[src/hdl/wsb_pkg.sv]
// ----------------------------------------------------------------------------
// wsb_pkg
// Shared constants, action codes and the job and result records of the
// wheel speed balancer.
// ----------------------------------------------------------------------------
package wsb_pkg;

    localparam int RATIO_FRAC_BITS_DEF = 12;
    localparam int QUO_W               = 21;
    localparam int DIV_NW              = 38;
    localparam int DEN_W               = 17;
    localparam int JOB_Q_DEPTH         = 4;
    localparam int RES_Q_DEPTH         = 2;

    localparam logic [20:0] RATIO_MAX       = 21'd1048575;
    localparam logic [14:0] DRIVE_LIMIT_RST = 15'd25600;
    localparam logic [15:0] DRIVE_MAX       = 16'h7FFF;
    localparam logic [15:0] DRIVE_MIN       = 16'h8000;
    localparam logic [20:0] DRIVE_MAX_MAG   = 21'd32767;
    localparam logic [20:0] DRIVE_MIN_MAG   = 21'd32768;

    typedef enum logic [2:0] {
        ACT_HELD        = 3'd0,
        ACT_EQUAL       = 3'd1,
        ACT_LEFT_RAISE  = 3'd2,
        ACT_RIGHT_LOWER = 3'd3,
        ACT_RIGHT_RAISE = 3'd4,
        ACT_LEFT_LOWER  = 3'd5
    } t_action;

    typedef struct packed {
        logic [DIV_NW-1:0]  rat_num;
        logic [DEN_W-1:0]   rat_den;
        logic [DIV_NW-1:0]  drv_num;
        logic [DEN_W-1:0]   drv_den;
        logic               rat_use;
        logic               rat_neg;
        logic [20:0]        ratio_fix;
        logic               flag_fix;
        logic               drv_use;
        logic               drv_left;
        logic               drv_neg;
        logic [15:0]        lo;
        logic [15:0]        ro;
        logic [16:0]        err;
        t_action            act;
    } t_job;

    typedef struct packed {
        logic [15:0] left_drive_next;
        logic [15:0] right_drive_next;
        logic [20:0] speed_ratio;
        logic        ratio_overflow;
        logic [16:0] speed_error;
        t_action     action;
    } t_result;

    function automatic logic [15:0] mag16(input logic [15:0] v);
        return v[15] ? (~v + 16'd1) : v;
    endfunction

    function automatic logic [31:0] mag32(input logic [31:0] v);
        return v[31] ? (~v + 32'd1) : v;
    endfunction

endpackage

[src/hdl/wsb_front.sv]
// ----------------------------------------------------------------------------
// wsb_front
// Front end: registers a request, classifies it, forms the products and the
// limit checks, and builds the divider job for the back end.
// ----------------------------------------------------------------------------
module wsb_front
    import wsb_pkg::*;
#(
    parameter int RATIO_FRAC_BITS = RATIO_FRAC_BITS_DEF
) (
    input  logic        i_clk,
    input  logic        i_rst_n,
    input  logic        i_push,
    output logic        o_full,
    input  logic [14:0] i_limit,
    input  logic [15:0] i_left_target,
    input  logic [15:0] i_right_target,
    input  logic [15:0] i_left_drive_now,
    input  logic [15:0] i_right_drive_now,
    input  logic [15:0] i_left_speed,
    input  logic [15:0] i_right_speed,
    output logic        o_job_valid,
    output t_job        o_job,
    input  logic        i_job_full
);

    logic               fen;
    logic               r_v1;
    logic [15:0]        r_lt;
    logic [15:0]        r_rt;
    logic signed [15:0] r_la1;
    logic signed [15:0] r_ra1;
    logic signed [15:0] r_ls;
    logic signed [15:0] r_rs;

    logic               r_v2;
    logic               r_held;
    logic               r_lz;
    logic               r_rz;
    logic               r_ls_neg;
    logic               r_rs_neg;
    logic               r_less;
    logic               r_eq;
    logic [15:0]        r_la;
    logic [15:0]        r_ra;
    logic [15:0]        r_mls;
    logic [15:0]        r_mrs;
    logic [16:0]        r_err;
    logic signed [31:0] r_pa;
    logic signed [31:0] r_pb;
    logic [30:0]        r_qa;
    logic [30:0]        r_qb;

    logic [31:0]        mpa;
    logic [31:0]        mpb;
    logic [DIV_NW-1:0]  rat_n;

    assign fen         = !(r_v2 && i_job_full);
    assign o_full      = !fen;
    assign o_job_valid = r_v2;

    always_ff @(posedge i_clk) begin
        if (!i_rst_n) begin
            r_v1 <= 1'b0;
            r_v2 <= 1'b0;
        end else if (fen) begin
            r_v1 <= i_push;
            r_v2 <= r_v1;
        end
    end

    always_ff @(posedge i_clk) begin
        if (fen) begin
            r_lt  <= i_left_target;
            r_rt  <= i_right_target;
            r_la1 <= i_left_drive_now;
            r_ra1 <= i_right_drive_now;
            r_ls  <= i_left_speed;
            r_rs  <= i_right_speed;

            r_held   <= (r_lt == '0) || (r_rt == '0);
            r_lz     <= (r_ls == '0);
            r_rz     <= (r_rs == '0);
            r_ls_neg <= r_ls[15];
            r_rs_neg <= r_rs[15];
            r_less   <= r_rs[15] ? (r_ls > r_rs) : (r_ls < r_rs);
            r_eq     <= (r_ls == r_rs);
            r_la     <= r_la1;
            r_ra     <= r_ra1;
            r_mls    <= mag16(r_ls);
            r_mrs    <= mag16(r_rs);
            r_err    <= 17'({r_rs[15], r_rs} - {r_ls[15], r_ls});
            r_pa     <= r_rs * r_la1;
            r_pb     <= r_ls * r_ra1;
            r_qa     <= i_limit * mag16(r_ls);
            r_qb     <= i_limit * mag16(r_rs);
        end
    end

    assign mpa   = mag32(r_pa);
    assign mpb   = mag32(r_pb);
    assign rat_n = DIV_NW'(r_mls) << RATIO_FRAC_BITS;

    always_comb begin
        o_job           = '0;
        o_job.rat_num   = (rat_n << 1) + DIV_NW'(r_mrs);
        o_job.rat_den   = {1'b0, r_mrs} << 1;
        o_job.rat_neg   = r_ls_neg ^ r_rs_neg;
        o_job.lo        = r_la;
        o_job.ro        = r_ra;
        o_job.err       = r_err;
        o_job.act       = ACT_HELD;
        priority if (r_held) begin
            o_job.err = '0;
        end else if (r_lz && r_rz) begin
            o_job.flag_fix = 1'b1;
            o_job.act      = ACT_EQUAL;
        end else if (r_rz) begin
            o_job.flag_fix  = 1'b1;
            o_job.ratio_fix = r_ls_neg ? (~RATIO_MAX + 21'd1) : RATIO_MAX;
            o_job.lo        = '0;
            o_job.act       = r_ls_neg ? ACT_LEFT_RAISE : ACT_LEFT_LOWER;
        end else if (r_lz) begin
            o_job.flag_fix = 1'b1;
            o_job.ro       = '0;
            o_job.act      = ACT_RIGHT_LOWER;
        end else begin
            o_job.rat_use = 1'b1;
            priority if (r_eq) begin
                o_job.act = ACT_EQUAL;
            end else if (r_less && (mpa <= 32'(r_qa))) begin
                o_job.drv_use  = 1'b1;
                o_job.drv_left = 1'b1;
                o_job.drv_neg  = r_pa[31] ^ r_ls_neg;
                o_job.drv_num  = (DIV_NW'(mpa) << 1) + DIV_NW'(r_mls);
                o_job.drv_den  = {1'b0, r_mls} << 1;
                o_job.act      = ACT_LEFT_RAISE;
            end else if (r_less) begin
                o_job.drv_use  = 1'b1;
                o_job.drv_neg  = r_pb[31] ^ r_rs_neg;
                o_job.drv_num  = (DIV_NW'(mpb) << 1) + DIV_NW'(r_mrs);
                o_job.drv_den  = {1'b0, r_mrs} << 1;
                o_job.act      = ACT_RIGHT_LOWER;
            end else if (mpb <= 32'(r_qb)) begin
                o_job.drv_use  = 1'b1;
                o_job.drv_neg  = r_pb[31] ^ r_rs_neg;
                o_job.drv_num  = (DIV_NW'(mpb) << 1) + DIV_NW'(r_mrs);
                o_job.drv_den  = {1'b0, r_mrs} << 1;
                o_job.act      = ACT_RIGHT_RAISE;
            end else begin
                o_job.drv_use  = 1'b1;
                o_job.drv_left = 1'b1;
                o_job.drv_neg  = r_pa[31] ^ r_ls_neg;
                o_job.drv_num  = (DIV_NW'(mpa) << 1) + DIV_NW'(r_mls);
                o_job.drv_den  = {1'b0, r_mls} << 1;
                o_job.act      = ACT_LEFT_LOWER;
            end
        end
    end

endmodule

[config.mk]
export PLATFORM = sky130hd
export DESIGN_NAME = wsb_front
export DESIGN_NICKNAME = d
export VERILOG_FILES = /design/src/hdl/wsb_pkg.sv /design/src/hdl/wsb_front.sv
export SDC_FILE = /design/constraint.sdc
export NUM_CORES = 2
export LEC_CHECK = 0
export BUFFER_PORTS_ARGS = -buffer_cell sky130_fd_sc_hd__buf_4
export CORE_MARGIN = 2
export CORE_UTILIZATION = 35
export DETAILED_ROUTE_END_ITERATION = 10
export PLACE_DENSITY = 0.56
export SLEW_MARGIN = 40
export SYNTH_ARGS = -nofsm -noshare
export SYNTH_HDL_FRONTEND = slang
export SYNTH_SLANG_ARGS = --single-unit
[constraint.sdc]
create_clock -name i_clk -period 9.14 [get_ports i_clk]
set_clock_uncertainty 0.05 [all_clocks]
set_input_delay 0.457 -clock i_clk [delete_from_list [all_inputs] [get_ports i_clk]]
set_output_delay 0.457 -clock i_clk [all_outputs]
set_load 0.1 [all_outputs]
Word-level counts from Yosys, hierarchy flattened
Index checks and enable logic that the tools add are counted.

Register bits: 312. Bits of input ports: 115. Output and inout bits: 191. Word-level logic and storage cells: 98.

Add/subtract/negate cells: 8. $mul: 4. $lt $le $gt $ge: 4. Eq/ne operators: 1. Multiplexer cells: 42. Bitwise logic cells: 7. Reductions and logical operators: 8.

Operator list (count): $mux W52 (4); $mux W51 (4); $mux W16 (5); $add A33 B16 Y34 (2); $add A32 B1 Y32 const B (2); $le A32 B31 Y1 (2); $logic_not A16 Y1 (4); $mul A16 B16 Y32 (2); $mux W32 (2); $not A32 Y32 (2); $mux W21 (3); $mul A15 B16 Y31 (2); $mux W57 (1); $mux W35 (1); $mux W3 (11); $add A16 B1 Y16 const B (2); $not A16 Y16 (2); $add A29 B16 Y30 (1); $mux W17 (1); $sub A16 B16 Y17 (1); $eq A16 B16 Y1 (1); $gt A16 B16 Y1 (1); $lt A16 B16 Y1 (1); $mux W1 (9); other kinds (4) (8).

Logic depth before layout (Yosys ltp)
Word-level depth: 12. Gate-level depth with buffers: 32. Mapped depth without buffers: 30.

Worst setup path before layout
OpenSTA, ideal clock, no wires.

Path type: reg2reg. From: register r_v2, in the netlist o_job_valid. To: register r_v2, in the netlist o_job_valid. Library setup time: 0.131 ns. Arrival time: 11.368 ns. Required time: 8.959 ns. Path slack: -2.410 ns. Cell stages (with the launch flop): 4. Path buffers: 0. Period minus slack after synthesis: 11.550 ns. Cell sequence: dfxtp_1 nand2_1 inv_1 o21a_1.

Word-level cells in the longest chain between the ends: 1.

Ends and longest elaborated chain: start, declared (RTL line wsb_front.sv:36) `logic r_v2;`; start signal, assigned (RTL line wsb_front.sv:68) `r_v2 <= r_v1;`; $logic_and A1 B1 Y1 (RTL line wsb_front.sv:58) `assign fen = !(r_v2 && i_job_full);`; net o_full (RTL line wsb_front.sv:14) `output logic o_full,`.

The timed path passes the listed nets, and every way through them passes these cells. A chain may end at the register's enable or synchronous reset.

Worst setup path after layout
From: register r_rs[0]. To: register r_qb[29], data pin.

Word-level cells in the longest chain between the ends: 4.

Ends and longest elaborated chain: start, declared (RTL line wsb_front.sv:34) `logic signed [15:0] r_rs;`; start signal, assigned (RTL line wsb_front.sv:79) `r_rs <= i_right_speed;`; $not A16 Y16 (RTL line wsb_pkg.sv:59) `return v[15] ? (~v + 16'd1) : v;`; $add A16 B1 Y16 (RTL line wsb_pkg.sv:59); $mux W16 (*) (RTL line wsb_pkg.sv:59); $mul A15 B16 Y31 (*) (RTL line wsb_front.sv:96) `r_qb <= i_limit * mag16(r_rs);`; end signal, assigned (RTL line wsb_front.sv:96); end, declared (RTL line wsb_front.sv:52) `logic [30:0] r_qb;`.

Every way passes the cells marked *; elsewhere a longest branch is shown, timed or not.

==> metrics.txt <==
status=completed; core box area=150000 sq um; Final ANT Viol Nets=0; RSZ-0062 raised after global routing=false; Worst setup SP type=flip-flop; Die Ht=393 um; CP Buf/Inv Count=7; largest net degree at the start of global routing=149; clk sinks=312; CP delay by family, top=adder cells; htree depth=2; Synth Flop Type=edfxtp_1; Slew @ Worst Pin=0.928 ns; Post-synth ARST share=0%; Hold WC Path Type=primary input to flip-flop; # DRC=0; post-synthesis cell count=5567; root buf cell=clkbuf_16; yosys warns=0; R2R depth=28; Seq cells post-synth=312; RD Place Congestion=0.922; Chip Width=393 um; # hold bufs at CTS=93; setup TNS=0 ns; drt pass-1 iters=5; total number of vias=39100; number of CTS-inserted buffers=43; WP depth=28; clock tree from TritonCTS=yes; Total Wirelength=154 mm; DRT iter0 DRCs=2643; Final Slew Violations=0; largest fanout on the critical path=9; Post-CTS Setup Inserts=0; I/O pins=306; Initial Util=35.3%; WL per Instance=19.6 um; endpoints failing setup=0; Hold Vio Cnt, Final=0; worst-case clock buffer depth=3; Nets=7310; crit path launch=r_rs[0]; Post-DP HPWL=125 mm; cts repair resizes=0; Synth Area in Compound Gates=6.61%; largest family of logic cells by synthesized area=adder cells; Synth Area in XOR/XNOR=4.75%; Slowest-stage cell, CP=o41ai_1; critical path type=flip-flop to flip-flop; Final min period=8.45 ns; Synth Area in Simple Gates=15.5%; CP dominant cell by count=inv_1; critical hold path startpoint=i_push; post-synth cell types=76; vias in the first global route=41300; EDFF count, synth=310; antenna violations before repair=8; full die area=155000 sq um; critical path's largest stage delay=0.72 ns; adder-cell area share of the yosys netlist=44.6%; f_max=118 MHz; Port Buffers=290; Worst setup EP type=flip-flop; GRT overflow=0; sequential-to-total area share from yosys stat=17.6%; post-synthesis mux area share=0.552%; MaxCap Viol Count=0; total global-route track usage=20.2%; CP arrival=8.76 ns; vias per inst=4.95; mapped cell area=53100 sq um; first-pass GRT wire length=243 mm; ratio of final minimum period to clock period=92.4%; row cnt=142; relative slew slack=37.7%; clk_lat worst skew=0.62 ns; worst path required time=9.46 ns; Synth-to-Final Area Change=12.6%; syn_area_per_cell=9.53 sq um; CTS clock-pin slew for the worst setup and hold paths=0.06 ns; FF-to-FF Start=r_rs[0]; WHS Path Cells=3; ratio of cells with drive above 1 in the final layout=8.26%
[path summary, 6_finish.rpt]
kind | end | slack, ns
setup / recovery | r_qb[29] | 0.69
hold / removal | r_v1 | 0.05
setup reg to reg | r_qb[29] | 0.69
hold reg to reg | r_v1 | 0.41
[layout make-up]
type	count	area (sq um)
antenna	4	10.0
timing repair buffer	468	3820
fill	14900	90400
tap	2016	2520
multi-input combinational	3859	38400
inverter	1153	4330
clock inverter	32	275
clock buffer	48	1090
sequential	312	9350
[synthesized netlist by cell type, types with 13 or more instances]
library cell | instances | area [sq um]
inv_1 | 1151 | 4320
fa_1 | 888 | 17800
nand2_1 | 582 | 2180
and2_1 | 522 | 3270
ha_1 | 470 | 5880
edfxtp_1 | 310 | 9310
xnor2_1 | 225 | 1970
clkbuf_1 | 199 | 747
nor2_1 | 171 | 642
a21oi_1 | 157 | 786
o21ai_0 | 107 | 536
nor2b_1 | 80 | 500
a21o_1 | 69 | 518
xor2_1 | 63 | 552
nor3_1 | 50 | 250
buf_4 | 48 | 360
nand3_1 | 44 | 220
nand2b_1 | 41 | 257
nand4_1 | 31 | 194
o21a_1 | 31 | 233
o31ai_1 | 31 | 233
mux2i_1 | 27 | 270
a211oi_1 | 26 | 195
nor4_1 | 23 | 144
and3_1 | 18 | 113
o41ai_1 | 15 | 131
o21bai_1 | 14 | 105
or3_1 | 14 | 87.6
or4_1 | 13 | 97.6
[cells in the final DEF (no fill, tap or decap), types with 41 or more instances in the layout]
cell type	netlist	routed
and2_1	522	522
clkbuf_16	0	43
xor2_1	63	63
dlygate4sd3_1	0	93
a21oi_1	157	157
fa_1	888	888
buf_4	48	367
nor3_1	50	47
nand3_1	44	44
nand2_1	582	581
ha_1	470	468
xnor2_1	225	222
nor2_1	171	171
nand2b_1	41	41
nor2b_1	80	80
edfxtp_1	310	310
inv_1	1151	1151
o21ai_0	107	104
a21o_1	69	68
[state kept, by name (all words and copies together), names as in the netlist, 17 cells and up]
name,flops
r_qb,31
r_qa,31
r_pb,32
r_err,17
r_pa,32
[worst min-delay path, cell delays in order]
cell and delay [ns]:
buf_4 0.11, nand2_1 0.04, a21boi_0 0.06
[cells by family (layout without fill, tap and decap cells)]
group                      Yosys count  after routing
buffers and inverters             1410           1701
muxes                               29             29
DFF                                312            312
and+or+nand+nor                   1625           1625
adders and majority gates         1358           1358
other                                1             19
xor gates and xnor gates           288            288
AOI/OAI and AO/OA                  544            544
[through the flow]
step | hold WS (ns) | setup slack, ns | cell area (sq um) | cells | util, %
final | 0.0523 | 0.694 | 59800 | 7892 | 39.8
after global routing | 0.0187 | 0.0498 | 59800 | 7889 | 39.8
after CTS | 0.00550 | 0.711 | 59700 | 7885 | 39.8
after detailed placement | 0.408 | 0.742 | 57400 | 7712 | 38.2
after global placement | 0.406 | 0.785 | 57300 | 7709 | 38.2
after floorplan | 0.374 | 1.63 | 53100 | 5581 | -
[metal layers]
layer  vias up  routed length, um  GRT usage, %
met2      1073              71300          32.9
met5         -                 57             0
li1      17800                  -             -
met1     20000              70200          28.2
met4         8               4790          5.77
met3       194               8080          2.38
Power is not shown: default switching activity piles up to over one toggle a cycle in this logic, so the estimate is an artifact.
