## config.mk

```make
export PLATFORM = sky130hd
export DESIGN_NAME = wsb_fifo
export DESIGN_NICKNAME = d
export VERILOG_FILES = /design/src/hdl/wsb_pkg.sv /design/src/hdl/wsb_fifo.sv
export SDC_FILE = /design/constraint.sdc
export NUM_CORES = 1
export LEC_CHECK = 0
export ABC_AREA = 1
export BUFFER_PORTS_ARGS = -buffer_cell sky130_fd_sc_hd__buf_2
export CAP_MARGIN = 20
export CORE_MARGIN = 2
export CORE_UTILIZATION = 30
export CTS_CLUSTER_DIAMETER = 60
export CTS_CLUSTER_SIZE = 12
export DETAILED_ROUTE_END_ITERATION = 16
export GPL_ROUTABILITY_DRIVEN = 0
export SETUP_SLACK_MARGIN = 0.5
export SLEW_MARGIN = 20
export SYNTH_ARGS = -nofsm -noshare
export SYNTH_HDL_FRONTEND = slang
export SYNTH_SLANG_ARGS = --single-unit
export TNS_END_PERCENT = 1
```

## constraint.sdc

```tcl
create_clock -name i_clk -period 1.8 [get_ports i_clk]
set_input_delay 0.09 -clock i_clk [delete_from_list [all_inputs] [get_ports i_clk]]
set_output_delay 0.09 -clock i_clk [all_outputs]
set_load 0.01 [all_outputs]
```

## src/hdl/wsb_pkg.sv

```systemverilog
// ----------------------------------------------------------------------------
// wsb_pkg
// Shared constants, action codes and the job and result records of the
// wheel speed balancer.
// ----------------------------------------------------------------------------
package wsb_pkg;

    localparam int RATIO_FRAC_BITS_DEF = 12;
    localparam int QUO_W               = 21;
    localparam int DIV_NW              = 38;
    localparam int DEN_W               = 17;
    localparam int JOB_Q_DEPTH         = 4;
    localparam int RES_Q_DEPTH         = 2;

    localparam logic [20:0] RATIO_MAX       = 21'd1048575;
    localparam logic [14:0] DRIVE_LIMIT_RST = 15'd25600;
    localparam logic [15:0] DRIVE_MAX       = 16'h7FFF;
    localparam logic [15:0] DRIVE_MIN       = 16'h8000;
    localparam logic [20:0] DRIVE_MAX_MAG   = 21'd32767;
    localparam logic [20:0] DRIVE_MIN_MAG   = 21'd32768;

    typedef enum logic [2:0] {
        ACT_HELD        = 3'd0,
        ACT_EQUAL       = 3'd1,
        ACT_LEFT_RAISE  = 3'd2,
        ACT_RIGHT_LOWER = 3'd3,
        ACT_RIGHT_RAISE = 3'd4,
        ACT_LEFT_LOWER  = 3'd5
    } t_action;

    typedef struct packed {
        logic [DIV_NW-1:0]  rat_num;
        logic [DEN_W-1:0]   rat_den;
        logic [DIV_NW-1:0]  drv_num;
        logic [DEN_W-1:0]   drv_den;
        logic               rat_use;
        logic               rat_neg;
        logic [20:0]        ratio_fix;
        logic               flag_fix;
        logic               drv_use;
        logic               drv_left;
        logic               drv_neg;
        logic [15:0]        lo;
        logic [15:0]        ro;
        logic [16:0]        err;
        t_action            act;
    } t_job;

    typedef struct packed {
        logic [15:0] left_drive_next;
        logic [15:0] right_drive_next;
        logic [20:0] speed_ratio;
        logic        ratio_overflow;
        logic [16:0] speed_error;
        t_action     action;
    } t_result;

    function automatic logic [15:0] mag16(input logic [15:0] v);
        return v[15] ? (~v + 16'd1) : v;
    endfunction

    function automatic logic [31:0] mag32(input logic [31:0] v);
        return v[31] ? (~v + 32'd1) : v;
    endfunction

endpackage

```

## src/hdl/wsb_fifo.sv

```systemverilog
// ----------------------------------------------------------------------------
// wsb_fifo
// Small register queue with push/full and pop/empty sides.
// ----------------------------------------------------------------------------
module wsb_fifo
    import wsb_pkg::*;
#(
    parameter int WIDTH = 8,
    parameter int DEPTH = 2
) (
    input  logic             i_clk,
    input  logic             i_rst_n,
    input  logic             i_push,
    input  logic [WIDTH-1:0] i_data,
    output logic             o_full,
    input  logic             i_pop,
    output logic [WIDTH-1:0] o_data,
    output logic             o_empty
);

    localparam int AW = (DEPTH > 1) ? $clog2(DEPTH) : 1;

    logic [WIDTH-1:0] r_mem [DEPTH];
    logic [AW-1:0]    r_wr;
    logic [AW-1:0]    r_rd;
    logic [AW:0]      r_cnt;
    logic             do_push;
    logic             do_pop;

    assign o_full  = (r_cnt == (AW+1)'(DEPTH));
    assign o_empty = (r_cnt == '0);
    assign do_push = i_push && !o_full;
    assign do_pop  = i_pop && !o_empty;
    assign o_data  = r_mem[r_rd];

    always_ff @(posedge i_clk) begin
        if (do_push) begin
            r_mem[r_wr] <= i_data;
        end
    end

    always_ff @(posedge i_clk) begin
        if (!i_rst_n) begin
            r_wr  <= '0;
            r_rd  <= '0;
            r_cnt <= '0;
        end else begin
            if (do_push) begin
                r_wr <= (r_wr == AW'(DEPTH - 1)) ? '0 : r_wr + 1'b1;
            end
            if (do_pop) begin
                r_rd <= (r_rd == AW'(DEPTH - 1)) ? '0 : r_rd + 1'b1;
            end
            r_cnt <= r_cnt + (AW+1)'(do_push) - (AW+1)'(do_pop);
        end
    end

endmodule

```

# --- Word level (Yosys, flattened, before mapping) ---
# Memories as Yosys holds them, arrays and structs flattened. A register that Yosys moved wholly into a read port is not among the register bits.
# Index checks and enable logic that the tools add are counted.
# W data, S select, Z words.
op_classes:
  add_sub_neg: 4
  n_mul: 0
  n_div: 0
  magnitude_cmp: 0
  n_eq_ne: 1
  n_shift: 0
  muxes: 6
  bitwise: 0
  n_reduce_logical: 5
op_table:
  columns: ["operator", "count"]
  rows:
  - ["$mux W1", 6]
  - ["$add A1 B1 Y1 const B", 2]
  - ["$add A2 B1 Y2", 1]
  - ["$eq A2 B2 Y1 const B", 1]
  - ["$logic_and A1 B1 Y1", 2]
  - ["$logic_not A1 Y1", 2]
  - ["$logic_not A2 Y1", 1]
  - ["$sub A2 B1 Y2", 1]
word_totals:
  register_bits: 4
  latchBits: 0
  ram_bits: 16
  rom_bits: 0
  input_bits: 12
  out_inout_bits: 10
  wordCells: 20
  n_memories: 1
memory_table:
  columns: ["name", "depth", "word_bits", "read_ports", "rd_clocked_by_memory_dff", "wr", "line_no", "text"]
  rows:
  - ["r_mem", 2, 8, 1, 1, 1, "wsb_fifo.sv:23", "logic [WIDTH-1:0] r_mem [DEPTH];"]

# --- Depth between registers and ports, before layout ---
# Gate-level depths: netlist of the first run.
logic_depth:
  word_depth: 5
  ltp_mapped: 11
  ltp_nobuf: 11

# --- Worst setup path after synthesis of the first run ---
# OpenSTA, ideal clock, no wires.
synth_path:
  path_kind: "reg2reg"
  start: "register r_cnt[0]"
  end: "register r_cnt[1]"
  setup_ns: 0.115
  arrival_time_ns: 1.308
  t_required_ns: 1.685
  slack_ns: 0.377
  path_stages_with_launch: 11
  path_buffers: 0
  period_less_slack_ns: 1.423
  path_cell_list: "dfxtp_1 inv_1 nand2_1 nand2_1 ha_1 inv_1 ha_1 inv_1 nand2_1 a21oi_1 nor2_1"
synth_via:
  elab_chain_cells: 5
  elab_cells_between_ends: 8
  classes_between: "add/sub: 2; eq/ne: 1; reduce/logical: 5"
synth_lines:
  columns: ["element", "line_no", "text"]
  rows:
  - ["start: declaration", "wsb_fifo.sv:26", "logic [AW:0] r_cnt;"]
  - ["start signal: assignment", "wsb_fifo.sv:54", "r_cnt <= r_cnt + (AW+1)'(do_push) - (AW+1)'(do_pop);"]
  - ["$eq A2 B2 Y1", "wsb_fifo.sv:30", "assign o_full = (r_cnt == (AW+1)'(DEPTH));"]
  - ["$logic_not A1 Y1", "wsb_fifo.sv:32", "assign do_push = i_push && !o_full;"]
  - ["$logic_and A1 B1 Y1", "wsb_fifo.sv:32", null]
  - ["$add A2 B1 Y2", "wsb_fifo.sv:54", null]
  - ["$sub A2 B1 Y2 (*)", "wsb_fifo.sv:54", null]
# Every way passes the cells marked *; elsewhere a longest branch is shown, timed or not.
# A chain may end at the register's enable or synchronous reset.

# --- Worst setup path after layout of the first run ---
layout_path:
  start: "register r_cnt[0]"
  end: "register r_cnt[1]"
layout_via:
  elab_cells_between_ends: 8
  classes_between: "add/sub: 2; eq/ne: 1; reduce/logical: 5"
layout_rtl:
  columns: ["element", "line_no", "text"]
  rows:
  - ["$logic_not A2 Y1", "wsb_fifo.sv:31", "assign o_empty = (r_cnt == '0);"]
  - ["$logic_not A1 Y1", "wsb_fifo.sv:33", "assign do_pop = i_pop && !o_empty;"]
  - ["$logic_and A1 B1 Y1", "wsb_fifo.sv:33", null]
  - ["via do_pop", "wsb_fifo.sv:28", "logic do_pop;"]
  - ["$sub A2 B1 Y2", "wsb_fifo.sv:54", null]
# The timed path passes the listed nets, and every way through them passes these cells.

==> impl_metrics.ini, run 1 <==
[timing]
finalMaxSlewViolations = 0
tightest_slew_ps = 321
rsz0062_at_grt = yes
hold_ws_ps = 14.7
relSlewSlack_pct = 78.6
fin_setup_tns_ps = 0
timing.fmax_mhz = 723
setup_viol = 0
final_hold_viol_count = 0
period_needed_ps = 1380
post-route-period-util_pct = 76.8
skew_ps = 10.4

[die]
dieHeight_um = 57.7
start_util_pct = 31.4
fp-row-count = 19
die_area_um2 = 3330
core-area_um2 = 2760
die_x_um = 57.7
io_pins = 22

[synthesis]
yosysUniqueCellTypes = 11
synth_seq_cells = 21
avgSynthCellArea_um2 = 13.7
synth_area_leader_cell = edfxtp_1
synth_cells = 63
yosysSeqAreaShare_pct = 67.1
synth_fp_nets = 77
syn_area_um2 = 865
ys.warnings.count = 0
synth_top_area_share_pct = 55.6
ys_top_cells_by_area = edfxtp_1 (56%), mux2_4 (14%), dfxtp_1 (12%), inv_1 (3.9%), nand2_1 (3.9%)

[layout]
antenna_cells = 0
layout_commonest_cell = buf_2
nets = 113
fill_cells = 265
syn2layout_area_growth_pct = 39.1
drive_gt1_share_pct = 52.0
seq_area_um2 = 592
multi_input_area_um2 = 300
final_cell_mix = buf_2 (21), edfxtp_1 (16), mux2_4 (8), dlygate4sd3_1 (8)

[drt]
drt_iter0_drc = 23
wirelength_mm = 1.50
vias_per_cell = 4.35
vias = 561
ant_nets = 0
wl_per_cell_um = 11.6
drc = 0
drt-pass1-iter-count = 3

[setup_path]
worst-r2r-cell-count = 9
start_kind = flip-flop
crit_path_cell_trace = nor2_4, nor2_4, ha_4, inv_2, ha_4, inv_2, nand2_2, a21oi_2, nor2_1
path_depth = 9
worstSetupPathType = reg -> reg
end_kind = flip-flop
arrival_ps = 1590
max_stage_delay_ps = 390
cp_top_family = adder cells
critPathMaxFanout = 3
slowest_stage = dfxtp_4
critPathRequiredTime_ps = 2010
critical_path_buf_inv_count = 2

[power_and_ir_drop]
pwr-share-clk_pct = 14.3
leakagePower_uw = 0.000521
ir_drop_mv = 0.772
p_int_uw = 1040
p_switching_uw = 522
switching_share_pct = 33.3
pwr_density_cell_nw_per_um2 = 1300
p_seq_share_pct = 46.5
combPwrFrac_pct = 39.1

[global_routing]
grt_max_degree = 13
grt_remaining_overflow = 0
grt_pass1_wl_mm = 2.30
grt_usage_pct = 9.25
grt_pass1_vias = 534
antenna_found_initial = 0

[placed_design]
dp_hpwl_um = 960
portBuffers = 21

[clock_tree]
cts.path.max_buffers = 2
numCtsBuffers = 3
clock-root-buffer = clkbuf_4
clkLatencyLatePin_ps = 300
path_clk_slew_ps = 120
clock-sinks = 21
cts_tree = built
htreeDepth = 1

[min_path]
hold_path.class = in -> reg
whs_path_depth = 3

[run]
drv_cap = 0

[run_status]
status = finished clean
## final timing paths
| check | end | from | slack (ps) |
|---|---|---|---|
| worst max-delay path | r_cnt[1]$_SDFF_PN0_ | r_cnt[0]$_SDFF_PN0_ | 420 |
| worst min-delay path | r_cnt[0]$_SDFF_PN0_ | i_rst_n | 10 |
| worst max register to register | r_cnt[1]$_SDFF_PN0_ | r_cnt[0]$_SDFF_PN0_ | 420 |
| worst min register to register | r_rd$_SDFFE_PN0P_ | r_rd$_SDFFE_PN0P_ | 540 |
## synthesized netlist by cell type
| master | instances |
|---|---|
| edfxtp_1 | 16 |
| inv_1 | 9 |
| nand2_1 | 9 |
| mux2_4 | 8 |
| nor2_1 | 6 |
| dfxtp_1 | 5 |
| nand3_1 | 3 |
| a21oi_1 | 2 |
| ha_1 | 2 |
| nor2_2 | 2 |
| buf_6 | 1 |
## tightest hold or removal path: stages
cell	delay, ps
buf_2	120
nand2_1	50
inv_1	40
## power groups by stage
| stage | clock [uW] | sequential, uW | combinational (uW) |
|---|---|---|---|
| floorplan | 0 | 681 | 374 |
| global placement | 0 | 714 | 466 |
| detailed placement | 0 | 718 | 476 |
| CTS | 238 | 725 | 597 |
| global route | 256 | 742 | 683 |
| finish | 225 | 729 | 613 |
## flip-flops by register name (all words and copies together) (netlist names), named ones only
name	cells
r_wr	1
r_mem	16
r_cnt	2
r_rd	1
## through the flow
step	worst slack (ps)	cell area, um^2	std cells	util, %	total power (uW)
after floorplan	451	878	63	-	1050
after global placement	396	1020	115	36.9	1180
after detailed placement	364	1020	115	36.9	1190
after CTS	423	1190	129	43.2	1560
after global routing	367	1200	129	43.6	1680
final	417	1200	129	43.6	1570
## final cells by class
cell class                 instances  share of cell area, %
sequential                        21                   49.2
inverter                           9                   3.02
clock buffer                       3                   1.87
timing repair buffer              32                   17.3
tap                               31                   3.23
multi-input combinational         32                   25.0
clock inverter                     1                  0.416
## cell families (layout without fill, tap and decap cells)
| family | count (synthesis) | in the layout | share of synthesized area [%] |
|---|---|---|---|
| flip-flops | 21 | 21 | 67.1 |
| AND/OR/NAND/NOR | 20 | 20 | 9.69 |
| buffers and inverters | 10 | 45 | 5.21 |
| multiplexers | 8 | 8 | 13.9 |
| adder cells (fa/ha/maj) | 2 | 2 | 2.89 |
| AO/OA/AOI/OAI | 2 | 2 | 1.16 |
## metal layers
metal | track usage (%) | vias to the layer above | part of all wire [%]
li1 | - | 282 | -
met1 | 11.0 | 262 | 41
met2 | 15.9 | 17 | 52
met3 | 2.23 | 0 | 6.8
met4 | 3.99 | 0 | 0
met5 | 0 | - | 0
## timing repair
action | 4_1_cts | 5_1_grt
resized for setup | 13 | 3
hold buffers | 8 | 0
hold endpoints to repair | 16 | 0
pin swaps | 6 | 6
buffers inserted | 2 | 0
endpoints found under the setup margin | 10 | 17
Power figures use the tool's default switching activity.
==> run 2: changes to the inputs <==
--- a/config.mk
+++ b/config.mk
@@ -5,7 +5,7 @@
 export SDC_FILE = /design/constraint.sdc
 export NUM_CORES = 1
 export LEC_CHECK = 0
-export ABC_AREA = 1
+export ABC_AREA = 0
 export BUFFER_PORTS_ARGS = -buffer_cell sky130_fd_sc_hd__buf_2
 export CAP_MARGIN = 20
 export CORE_MARGIN = 2
==> constraint.sdc (replaced) <==
create_clock -name i_clk -period 1.1 [get_ports i_clk]
set_input_delay 0.055 -clock i_clk [delete_from_list [all_inputs] [get_ports i_clk]]
set_output_delay 0.055 -clock i_clk [all_outputs]
set_load 0.01 [all_outputs]
==> run 2 against run 1 <==
Final cell count decreased by 10%; clock-buffer cell count increased by 1; wire length decreased by 7.9%; clock power increased by 58%; critical path depth decreased by 2; total power increased by 89%; sequential share of layout area decreased by 2.9 points; register-to-register slack got worse by 770 ps; the run now ends with hold timing, setup timing left; setup slack got worse by 770 ps; synthesized cell count decreased by 17%; worst hold slack got worse by 74 ps; clock skew about the same.
==> impl_metrics.ini, run 2 <==
[timing]
timing.fmax_mhz = 687
finalMaxSlewViolations = 0
period_needed_ps = 1460
skew_ps = 10.2
post-route-period-util_pct = 132
rsz0062_at_grt = yes
hold_ws_ps = -59.7
setup_viol = 29
final_hold_viol_count = 16
relSlewSlack_pct = 87.6
fin_setup_tns_ps = -3970
tightest_slew_ps = 186
worst_slack_ps = -355

[layout]
syn2layout_area_growth_pct = 56.1
final_cell_mix = edfxtp_1 (16), buf_2 (13), buf_6 (11)
fin_util_pct = 50.2
drive_gt1_share_pct = 67.4
nets = 101
fill_cells = 230
layout_commonest_cell = edfxtp_1
biggestRegsByFlops = r_mem (16), r_cnt (2)
largest_reg_flops = 16
top_register = r_mem
antenna_cells = 0

[global_routing]
grt-busiest-layer = met2
grt_pass1_wl_mm = 2.30
antenna_found_initial = 0
grt_remaining_overflow = 0
grt_util_met3_pct = 3.02
grt_util_met1_pct = 10.1
grt_pass1_vias = 535
grt_max_degree = 12
grt_usage_pct = 9.56
grt_use_met2_pct = 17.3

[power_and_ir_drop]
ir_drop_mv = 1.16
pwr_density_cell_nw_per_um2 = 2330
leakagePower_uw = 0.000522
power_uw = 2960

[synthesis]
syn_area_um2 = 812
synth_compound_area_share_pct = 1.08
ys_top_cells_by_area = edfxtp_1 (59%), dfxtp_1 (12%), mux2_2 (11%), ha_1 (3.1%), nor2_1 (2.3%)
synth_top_family_by_area = multiplexers
synth_cells = 52
yosysSeqAreaShare_pct = 71.5
avgSynthCellArea_um2 = 15.6
synth_seq_cells = 21
async_reset_ff_share_pct = 0
synth_xor_area_share_pct = 2.16
yosysUniqueCellTypes = 17
synth_fp_nets = 66
ys.warnings.count = 0
muxShareOfSynthArea_pct = 12.3
ys.flop_type = edfxtp_1
synth_common_cells = edfxtp_1 (16), mux2_2 (8), dfxtp_1 (5), nor2_1 (5), inv_1 (3)
synth_top_area_share_pct = 59.2
synth-simple-area-share_pct = 7.86
synth_fa_ha_area_share_pct = 3.08
yosysMostFrequentCell = edfxtp_1
synth-edff-count = 16
synth_area_leader_cell = edfxtp_1

[clock_tree]
path_clk_slew_ps = 110
clock-root-buffer = clkbuf_4
cts.path.max_buffers = 2
clock-sinks = 21
htreeDepth = 1
cts_tree = built
clkLatencyLatePin_ps = 290
numCtsBuffers = 3

[setup_path]
critPathMaxFanout = 3
worstSetupPathType = reg -> reg
critPathRequiredTime_ps = 1320
slowest_stage = dfxtp_4
arrival_ps = 1670
critical_path_buf_inv_count = 1
worst-r2r-cell-count = 7
r2r_start = r_cnt[1]$_SDFF_PN0_
critPathCapture = r_cnt[1]$_SDFF_PN0_
r2r_slack_ps = -360
worstSetupStartpoint = r_cnt[1]$_SDFF_PN0_
critPathMostFrequentCell = ha_4
cp_top_family = adder cells
end_kind = flip-flop
start_kind = flip-flop
max_stage_delay_ps = 370
path_depth = 7
r2r-end = r_cnt[1]$_SDFF_PN0_
crit_path_cell_trace = o21a_4, ha_4, inv_2, ha_4, xor2_2, and2_4, nor3_2

[run_status]
failed_checks = hold timing, setup timing
status = complete, but fails checks

[drt]
drc = 0
ant_nets = 0
wl_per_cell_um = 11.9
wirelength_mm = 1.38
drt-pass1-iter-count = 4
vias_per_cell = 4.45
vias = 516
drt_iter0_drc = 10

[min_path]
hold_path.class = in -> reg

[die]
die_area_um2 = 3140
die_x_um = 56.0
fp-row-count = 18
start_util_pct = 32.2
io_pins = 22
dieHeight_um = 56.0
core-area_um2 = 2520

[placed_design]
dp_hpwl_um = 941
portBuffers = 21

[run]
drv_cap = 0
==> run 2: changes by cell type after synthesis, sizes merged <==
cell and change:
nand2 -7, inv -6, nand3 -3, nor2 -3, a21oi -2, and2 +2
nand2b +2, and3 +1, mux2i +1, nor3 +1, o21a +1, xnor2 +1
xor2 +1
==> run 2: final cells by class <==
cell class	instances	area [um^2]	share of cell area (%)
flip-flops and latches	21	587	46.3
multi-input cells	27	339	26.8
repair buffers	31	267	21.0
well taps	30	37.5	2.96
clock buffers	4	26.3	2.07
inverters	3	11.3	0.888
==> run 2: where the power goes <==
group | switching [uW] | internal, uW
Combinational | 547 | 892
Clock | 214 | 141
Sequential | 108 | 1050
==> run 2: logic make-up (layout without fill, tap and decap cells) <==
kind of cell,after synthesis,in the layout
buffers and inverters,4,38
adders and majority gates,2,2
xor gates and xnor gates,2,2
AOI/OAI and AO/OA,1,1
muxes,9,9
DFF,21,21
and+or+nand+nor,13,13
==> run 2: repair_timing <==
item                                    4_1_cts  5_1_grt
buffers inserted                              1        1
endpoints found under the setup margin       31       31
pin swaps                                     8        1
endpoints found under the hold margin        16       17
resized for setup                            28        2
==> run 2: metal layers <==
metal / wire [um] / share of wire, % / vias up
li1: - / - / 250
met4: 0 / 0 / 0
met3: 83 / 6.0 / 0
met5: 0 / 0 / -
met1: 547 / 40 / 251
met2: 745 / 54 / 15
==> run 2: worst min path at each step <==
| stage | from | endpoint | cells after the start |
|---|---|---|---|
| floorplan | i_data[0] | r_mem[0][0]$_DFFE_PP_ | 0 |
| detailed placement | i_data[3] | r_mem[1][3]$_DFFE_PP_ | 1 |
| CTS | i_data[3] | r_mem[1][3]$_DFFE_PP_ | 1 |
| global route | i_data[5] | r_mem[1][5]$_DFFE_PP_ | 1 |
| finish | i_data[3] | r_mem[0][3]$_DFFE_PP_ | 1 |
| global placement | i_data[5] | r_mem[0][5]$_DFFE_PP_ | 1 |
==> run 2: through the flow <==
stage / std cells / cell area (um^2) / setup slack [ps]
after CTS: 115 / 1250 / -377
after floorplan: 52 / 852 / -371
after global routing: 116 / 1270 / -413
after global placement: 110 / 1070 / -365
final: 116 / 1270 / -355
after detailed placement: 110 / 1070 / -407
